$ cat config.mk
export PLATFORM = sky130hd
export DESIGN_NAME = pid_thrust_controller
export DESIGN_NICKNAME = d
export VERILOG_FILES = /design/src/rtl/pidt_pkg.sv /design/src/rtl/pid_thrust_controller.sv
export SDC_FILE = /design/constraint.sdc
export NUM_CORES = 2
export LEC_CHECK = 0
export BUFFER_PORTS_ARGS = -buffer_cell sky130_fd_sc_hd__buf_4
export CAP_MARGIN = 20
export CELL_PAD_IN_SITES_DETAIL_PLACEMENT = 1
export CELL_PAD_IN_SITES_GLOBAL_PLACEMENT = 2
export CORE_ASPECT_RATIO = 0.6
export CORE_MARGIN = 2
export CORE_UTILIZATION = 46
export CTS_CLUSTER_DIAMETER = 30
export DETAILED_ROUTE_END_ITERATION = 6
export PLACE_DENSITY = 0.95
export SYNTH_ARGS = -nofsm -noshare
export SYNTH_HDL_FRONTEND = slang
export SYNTH_SLANG_ARGS = --single-unit
$ cat constraint.sdc
create_clock -name clock -period 17.1 [get_ports clock]
set_input_delay 0.855 -clock clock [delete_from_list [all_inputs] [get_ports clock]]
set_output_delay 0.855 -clock clock [all_outputs]
set_load 0.05 [all_outputs]
$ cat src/rtl/pidt_pkg.sv
// ----------------------------------------------------------------------------
// pidt_pkg: shared types and constants of the altitude PID thrust controller
// Fixed-point scale factors, integral limit and sequencer state encoding.
// ----------------------------------------------------------------------------
package pidt_pkg;

   localparam int CSR_IDX_W = 3;
   localparam int CSR_DAT_W = 16;

   // register indexes of the configuration port
   localparam logic [CSR_IDX_W-1:0] CSR_GAIN_P       = 3'd0;
   localparam logic [CSR_IDX_W-1:0] CSR_GAIN_I       = 3'd1;
   localparam logic [CSR_IDX_W-1:0] CSR_GAIN_D       = 3'd2;
   localparam logic [CSR_IDX_W-1:0] CSR_BASE_THRUST  = 3'd3;
   localparam logic [CSR_IDX_W-1:0] CSR_THRUST_LIMIT = 3'd4;

   localparam logic [CSR_DAT_W-1:0] THRUST_LIMIT_RST = 16'hFFFF;

   // integral limit: 100 cm*s in units of 1/16 cm * ms
   localparam logic signed [24:0] ITG_LIMIT = 25'sd1600000;

   // multiplier B-side scale constants
   localparam logic signed [24:0] E_SCALE = 25'sd1000;
   localparam logic signed [24:0] I_DEN   = 25'sd4096000;
   localparam logic signed [24:0] D_SCALE = 25'sd1000000;

   typedef enum logic [3:0] {
      ST_IDLE,
      ST_EDT,
      ST_INT,
      ST_P,
      ST_I,
      ST_B,
      ST_T,
      ST_N,
      ST_L,
      ST_DV,
      ST_DD,
      ST_DM,
      ST_DA,
      ST_CHK,
      ST_DIV,
      ST_DONE
   } pidt_state_type;

endpackage

$ cat src/rtl/pid_thrust_controller.sv
// ----------------------------------------------------------------------------
// pid_thrust_controller: altitude PID with integral clamp
// Sequence: a compute request runs the multiplier states, a range check and,
// unless the thrust saturates, the divider; a clear request gives no response.
// One request at a time, held off until the last response is loaded; a single
// shared 42x25 multiplier stepped 11 times and a 16-step restoring divider.
// Reset (synchronous, active high): gains and base zero, limit 65535, history
// cleared; no clearing pass.
// ----------------------------------------------------------------------------
module pid_thrust_controller
   import pidt_pkg::*;
(
   input  logic                 clock,
   input  logic                 reset,
   // request channel
   input  logic                 req_valid,
   output logic                 req_ready,
   input  logic                 req_action,
   input  logic signed [13:0]   req_height_error,
   input  logic [9:0]           req_elapsed_ms,
   // response channel
   output logic                 rsp_valid,
   input  logic                 rsp_ready,
   output logic [15:0]          rsp_thrust,
   output logic                 rsp_saturated,
   output logic                 rsp_integral_clamped,
   // configuration port
   input  logic                 csr_we,
   input  logic [CSR_IDX_W-1:0] csr_index,
   input  logic [CSR_DAT_W-1:0] csr_wdata
);

   pidt_state_type state_ff, state_in;

   // configuration
   logic [15:0] gain_p_ff, gain_i_ff, gain_d_ff, base_ff, limit_ff;

   // history
   logic signed [21:0] integ_ff, integ_in;
   logic signed [13:0] prev_ff;

   // working registers
   logic signed [13:0] e_ff;
   logic [9:0]         dt_ff, den_ff;
   logic signed [14:0] diff_ff;
   logic signed [63:0] prod_ff;
   logic signed [41:0] acc_ff;
   logic signed [41:0] tmp_ff;
   logic signed [63:0] num_ff;
   logic signed [63:0] lim_ff;
   logic [31:0]        div_ff;
   logic [47:0]        rem_ff;
   logic [47:0]        dsh_ff;
   logic [3:0]         cnt_ff;
   logic [15:0]        thr_ff;
   logic               sat_ff;
   logic               iclamp_ff, iclamp_in;

   // output register
   logic               rsp_valid_ff;
   logic [15:0]        rsp_thrust_ff;
   logic               rsp_sat_ff;
   logic               rsp_iclamp_ff;

   // shared multiplier
   logic signed [41:0] mul_a;
   logic signed [24:0] mul_b;
   logic signed [66:0] mul_p;

   logic signed [24:0] isum;
   logic               div_ge;
   logic [15:0]        quo_in;
   logic               req_take;
   logic               rsp_load;

   assign mul_p    = mul_a * mul_b;
   assign req_take = req_valid && req_ready;
   assign rsp_load = (state_ff == ST_DONE) && (!rsp_valid_ff || rsp_ready);

   assign isum = 25'(integ_ff) + $signed(prod_ff[24:0]);
   assign div_ge = rem_ff >= dsh_ff;
   assign quo_in = {thr_ff[14:0], div_ge};

   always_comb begin
      integ_in  = integ_ff;
      iclamp_in = 1'b0;
      if (isum > ITG_LIMIT) begin
         integ_in  = 22'(ITG_LIMIT);
         iclamp_in = 1'b1;
      end else if (isum < -ITG_LIMIT) begin
         integ_in  = 22'(-ITG_LIMIT);
         iclamp_in = 1'b1;
      end else begin
         integ_in  = 22'(isum);
      end
   end

   // next state
   always_comb begin
      state_in = state_ff;
      case (state_ff)
         ST_IDLE: begin
            if (req_take && !req_action) state_in = ST_EDT;
         end
         ST_EDT:  state_in = ST_INT;
         ST_INT:  state_in = ST_P;
         ST_P:    state_in = ST_I;
         ST_I:    state_in = ST_B;
         ST_B:    state_in = ST_T;
         ST_T:    state_in = ST_N;
         ST_N:    state_in = ST_L;
         ST_L:    state_in = ST_DV;
         ST_DV:   state_in = ST_DD;
         ST_DD:   state_in = ST_DM;
         ST_DM:   state_in = ST_DA;
         ST_DA:   state_in = ST_CHK;
         ST_CHK: begin
            if (num_ff < 0 || num_ff > lim_ff) state_in = ST_DONE;
            else                               state_in = ST_DIV;
         end
         ST_DIV: begin
            if (cnt_ff == 4'd0) state_in = ST_DONE;
         end
         ST_DONE: begin
            if (rsp_load) state_in = ST_IDLE;
         end
         default: state_in = ST_IDLE;
      endcase
   end

   // outputs and multiplier operand select
   always_comb begin
      req_ready = (state_ff == ST_IDLE);
      mul_a     = '0;
      mul_b     = '0;
      case (state_ff)
         ST_EDT: begin
            mul_a = 42'(e_ff);
            mul_b = $signed({15'd0, dt_ff});
         end
         ST_INT: begin
            mul_a = 42'(e_ff);
            mul_b = E_SCALE;
         end
         ST_P: begin
            mul_a = $signed(prod_ff[41:0]);
            mul_b = $signed({9'd0, gain_p_ff});
         end
         ST_I: begin
            mul_a = 42'(integ_ff);
            mul_b = $signed({9'd0, gain_i_ff});
         end
         ST_B: begin
            mul_a = $signed({26'd0, base_ff});
            mul_b = I_DEN;
         end
         ST_T: begin
            mul_a = $signed({26'd0, limit_ff});
            mul_b = I_DEN;
         end
         ST_N: begin
            mul_a = acc_ff;
            mul_b = $signed({15'd0, den_ff});
         end
         ST_L: begin
            mul_a = tmp_ff;
            mul_b = $signed({15'd0, den_ff});
         end
         ST_DV: begin
            mul_a = $signed({32'd0, den_ff});
            mul_b = I_DEN;
         end
         ST_DD: begin
            mul_a = 42'(diff_ff);
            mul_b = $signed({9'd0, gain_d_ff});
         end
         ST_DM: begin
            mul_a = $signed(prod_ff[41:0]);
            mul_b = D_SCALE;
         end
         default: begin
            mul_a = '0;
            mul_b = '0;
         end
      endcase
   end

   // control and history registers
   always_ff @(posedge clock) begin
      if (reset) begin
         state_ff     <= ST_IDLE;
         rsp_valid_ff <= 1'b0;
         gain_p_ff    <= '0;
         gain_i_ff    <= '0;
         gain_d_ff    <= '0;
         base_ff      <= '0;
         limit_ff     <= THRUST_LIMIT_RST;
         integ_ff     <= '0;
         prev_ff      <= '0;
      end else begin
         state_ff <= state_in;
         if (rsp_load)       rsp_valid_ff <= 1'b1;
         else if (rsp_ready) rsp_valid_ff <= 1'b0;
         if (csr_we) begin
            case (csr_index)
               CSR_GAIN_P:       gain_p_ff <= csr_wdata;
               CSR_GAIN_I:       gain_i_ff <= csr_wdata;
               CSR_GAIN_D:       gain_d_ff <= csr_wdata;
               CSR_BASE_THRUST:  base_ff   <= csr_wdata;
               CSR_THRUST_LIMIT: limit_ff  <= csr_wdata;
               default: ;
            endcase
         end
         if (state_ff == ST_IDLE && req_take && req_action) begin
            integ_ff <= '0;
            prev_ff  <= '0;
         end
         if (state_ff == ST_INT) begin
            integ_ff <= integ_in;
            prev_ff  <= e_ff;
         end
      end
   end

   // datapath registers
   always_ff @(posedge clock) begin
      if (state_ff != ST_IDLE && state_ff != ST_CHK && state_ff != ST_DIV &&
          state_ff != ST_DONE && state_ff != ST_DA) begin
         prod_ff <= mul_p[63:0];
      end
      case (state_ff)
         ST_IDLE: begin
            e_ff   <= req_height_error;
            dt_ff  <= req_elapsed_ms;
            den_ff <= (req_elapsed_ms == 10'd0) ? 10'd1 : req_elapsed_ms;
         end
         ST_INT: begin
            iclamp_ff <= iclamp_in;
            diff_ff   <= 15'(e_ff) - 15'(prev_ff);
         end
         ST_I:  acc_ff <= $signed(prod_ff[41:0]);
         ST_B:  acc_ff <= acc_ff + $signed(prod_ff[41:0]);
         ST_T:  acc_ff <= acc_ff + $signed(prod_ff[41:0]);
         ST_N:  tmp_ff <= $signed(prod_ff[41:0]);
         ST_L:  num_ff <= prod_ff;
         ST_DV: lim_ff <= prod_ff;
         ST_DD: div_ff <= prod_ff[31:0];
         ST_DA: begin
            // derivative only counts when time has passed
            if (dt_ff != 10'd0) num_ff <= num_ff + prod_ff;
         end
         ST_CHK: begin
            sat_ff <= 1'b0;
            cnt_ff <= 4'd15;
            rem_ff <= num_ff[47:0];
            dsh_ff <= {1'b0, div_ff, 15'd0};
            thr_ff <= '0;
            if (num_ff < 0) begin
               sat_ff <= 1'b1;
            end else if (num_ff > lim_ff) begin
               thr_ff <= limit_ff;
               sat_ff <= 1'b1;
            end
         end
         ST_DIV: begin
            // one quotient bit per cycle, divisor walks right
            if (div_ge) rem_ff <= rem_ff - dsh_ff;
            dsh_ff <= {1'b0, dsh_ff[47:1]};
            thr_ff <= quo_in;
            cnt_ff <= cnt_ff - 4'd1;
         end
         ST_DONE: begin
            if (rsp_load) begin
               rsp_thrust_ff <= thr_ff;
               rsp_sat_ff    <= sat_ff;
               rsp_iclamp_ff <= iclamp_ff;
            end
         end
         default: ;
      endcase
   end

   assign rsp_valid            = rsp_valid_ff;
   assign rsp_thrust           = rsp_thrust_ff;
   assign rsp_saturated        = rsp_sat_ff;
   assign rsp_integral_clamped = rsp_iclamp_ff;

   // integral stays inside its clamp
   a_integ_bound: assert property (@(posedge clock) disable iff (reset)
      (integ_ff <= 22'(ITG_LIMIT)) && (integ_ff >= 22'(-ITG_LIMIT)))
      else $error("integral outside clamp");

   // a compute request keeps the block busy
   a_busy_after_accept: assert property (@(posedge clock) disable iff (reset)
      (req_take && !req_action) |=> !req_ready)
      else $error("ready while computing");

   // restoring divider: remainder below twice the shifted divisor
   a_div_rem: assert property (@(posedge clock) disable iff (reset)
      (state_ff == ST_DIV) |-> ({1'b0, rem_ff} < {dsh_ff, 1'b0}))
      else $error("divider remainder out of range");

endmodule

==> flow_summary.json <==
{
  "run_status": "finished clean",
  "rsz0062_at_grt": "false",
  "critPathCaptureType": "flip-flop",
  "hold_class": "in -> reg",
  "synth-edff-count": 492,
  "yosys_most_used_dff": "edfxtp_1",
  "p_total_mw": 8.74,
  "avgSynthCellArea_sq_um": 9.36,
  "vias": 54400,
  "critical_path_class": "reg -> reg",
  "ys_warn_count": 0,
  "crit_top_cell": "fa_1",
  "ios": 69,
  "areaGrowthSynthToFinish_pct": 10.4,
  "drive_gt1_share_pct": 6.63,
  "final_area_sq_mm": 0.0722,
  "clk_latency_ns": 0.78,
  "die_height_microns": 296,
  "power.share.clock_pct": 25.5,
  "swShare_pct": 45.9,
  "worstPathRequired_ns": 17.59,
  "first_pass_iters": 6,
  "io_buffer_count": 68,
  "start_util_pct": 46.2,
  "ctsHoldBuffers": 0,
  "cts_max_level": 3,
  "switchingPower_mw": 4.01,
  "post-cts-setup-buffers": 0,
  "drt-vias-per-instance": 6.03,
  "worst_pin_slew_ns": 1.28,
  "cts_tree": "done",
  "cts.repair.resized": 0,
  "async_flop_share_pct": 0,
  "synth_compound_area_share_pct": 12.4,
  "synthTopCellsByCount": "inv_1 (1,195), nand2_1 (1,119), fa_1 (893)",
  "fmax_mhz": 86.2,
  "powerDensity_mw_per_mm2": 121,
  "slew_viol_final": 0,
  "cpPeakStageDelay_ns": 0.97,
  "arrival_ns": 12.09,
  "ys_top_cells_by_area": "fa_1 (27%), edfxtp_1 (23%), ha_1 (8.2%)",
  "multi_input_area_sq_mm": 0.0429,
  "cts_inserted_buffers": 102,
  "path_clk_slew_ns": 0.06,
  "die_x_microns": 491,
  "ir_worst_vdd_mv": 0.0898,
  "yosys.area_share.simple_pct": 13.7,
  "synth_seq_area_share_pct": 26.3,
  "grt_pass1_vias": 57200,
  "grt_pass1_wl_mm": 373,
  "root_buffer": "clkbuf_16",
  "final_util_pct": 51.0,
  "hold_viol": 0,
  "final_nets": 8400,
  "clockBufferDepth": 3,
  "dpl.hpwl_mm": 193,
  "syn_inst": 6980,
  "ff_latch_area_sq_mm": 0.0172,
  "fillCellCount": 16100,
  "p_comb_share_pct": 51.3,
  "synth_top_cell_by_area": "fa_1",
  "core_area_sq_mm": 0.142,
  "grt_max_degree": 99,
  "p_int_mw": 4.73,
  "place_congestion": 0.951,
  "ys_types": 93,
  "muxShareOfSynthArea_pct": 0.161,
  "place_area_sq_mm": 0.0684,
  "drcViolationCount": 0,
  "critical_path_peak_fanout": 43,
  "num_rows": 107,
  "slew_headroom_pct": 15.0,
  "ys_seq_elements": 613,
  "setup_viol": 0,
  "skew_ns": 0.0705,
  "die_area_sq_mm": 0.145,
  "synth_top_area_share_pct": 27.4,
  "synth_top_family_by_area": "adder cells",
  "antenna_found_initial": 14,
  "grt_overflow": 0,
  "drtIter0Drc": 5874,
  "wirelength_mm": 250,
  "final.period_utilization_pct": 67.8,
  "setup_tns_ns": 0,
  "grt_use_total_pct": 34.5,
  "cpMaxStageDelayCell": "dfxtp_1",
  "avgRoutedWirePerCell_microns": 27.7,
  "seq_power_share_pct": 23.3,
  "drv_cap": 0,
  "yosysMostFrequentCell": "inv_1",
  "start_kind": "flip-flop",
  "cts_sinks": 613,
  "synthXorXnorAreaFrac_pct": 3.30,
  "synth_area_sq_mm": 0.0653,
  "leakagePower_nw": 32.1,
  "min_period_ns": 11.60,
  "synthAdderAreaFrac_pct": 35.5,
  "ant_nets": 0
}
-- sequential cells by signal, summed over array words and instances, names as in the netlist, 16 cells and up --
| signal | count |
|---|---|
| lim_ff | 64 |
| num_ff | 64 |
| prod_ff | 64 |
| rem_ff | 48 |
| dsh_ff | 47 |
| acc_ff | 42 |
| tmp_ff | 42 |
| div_ff | 32 |
| integ_ff | 22 |
| base_ff | 16 |
| gain_d_ff | 16 |
| gain_i_ff | 16 |
| gain_p_ff | 16 |
| limit_ff | 16 |
| rsp_thrust | 16 |
| thr_ff | 16 |
-- per-stage QoR --
stage,worst slack [ns],hold WS (ns),instances
final,5.50,0.300,9035
after detailed placement,5.80,0.430,8831
after global placement,5.97,0.431,8830
after floorplan,6.03,0.400,7030
after CTS,5.79,0.250,9025
after global routing,5.01,0.274,9029
-- critical path, delay by kind of cell, from the launching register on --
| kind | cells | cell delay, ns |
|---|---|---|
| adder cells (fa/ha/maj) | 8 | 3.78 |
| AND/OR/NAND/NOR | 9 | 3.34 |
| AO/OA/AOI/OAI | 9 | 2.48 |
| flip-flops | 1 | 0.97 |
| buffers and inverters | 5 | 0.61 |
| XOR/XNOR | 1 | 0.18 |
-- per-layer routing --
| metal | share of wire (%) | vias to the layer above | global-route usage [%] | wire, microns |
|---|---|---|---|---|
| met5 | 0.0088 | - | 0 | 22 |
| met4 | 2.4 | 4 | 7.66 | 5890 |
| met3 | 13 | 375 | 11.5 | 33200 |
| met2 | 40 | 2935 | 48.3 | 100000 |
| met1 | 44 | 28200 | 51.2 | 111000 |
| li1 | - | 23000 | - | - |
-- worst paths after layout --
kind,slack (ns),from,to,depth (start not counted)
worst min register to register,0.46,thr_ff[6],rsp_thrust[6],0
worst min-delay path,0.30,req_height_error[2],e_ff[2],1
worst max-delay path,5.50,state_ff[1],prod_ff[62],32
worst max register to register,5.50,state_ff[1],prod_ff[62],32
-- power groups by stage --
stage | Sequential, mW | Clock, mW | Combinational [mW]
2_1_floorplan | 2.02 | 0 | 2.78
3_3_place_gp | 2.04 | 0 | 4.08
3_5_place_dp | 2.05 | 0 | 4.29
4_1_cts | 2.02 | 2.25 | 4.33
5_1_grt | 2.04 | 2.31 | 4.82
6_report | 2.03 | 2.23 | 4.48
-- area by class of cell --
cell class	instances	share of cell area (%)
Antenna cell	6	0.0208
Tap cell	1907	3.31
Sequential cell	613	23.8
Multi-Input combinational cell	4921	59.4
Inverter	1196	6.22
Timing Repair Buffer	198	2.11
Clock buffer	108	3.63
Clock inverter	86	1.46
-- cell usage in the layout, fill, tap and decap left out, types with 15 or more instances in the layout --
cell       count
inv_1       1195
nand2_1     1118
fa_1         893
edfxtp_1     492
ha_1         426
nor2_1       423
a21oi_1      335
o21ai_0      318
buf_4        194
xnor2_1      151
a21o_1       140
dfxtp_1      121
clkbuf_16    103
xor2_1        95
nand4_1       67
nand3_1       61
conb_1        51
a22oi_1       50
nor3_1        50
nor2b_1       48
a31oi_1       47
o21a_1        44
and3_1        42
a222oi_1      41
nand2b_1      39
and4_1        33
o21bai_1      33
and2_1        28
a211oi_1      24
or2_2         23
a22o_1        22
inv_6         21
o211ai_1      20
nand3b_1      19
o31ai_1       18
clkinv_4      16
o21ai_1       15
-- logic make-up after synthesis --
family | after synthesis
AO/OA/AOI/OAI | 1254
XOR/XNOR | 246
adder cells (fa/ha/maj) | 1320
buffers and inverters | 1496
flip-flops | 613
multiplexers | 10
other | 1
AND/OR/NAND/NOR | 2040
Power figures use the tool's default switching activity.
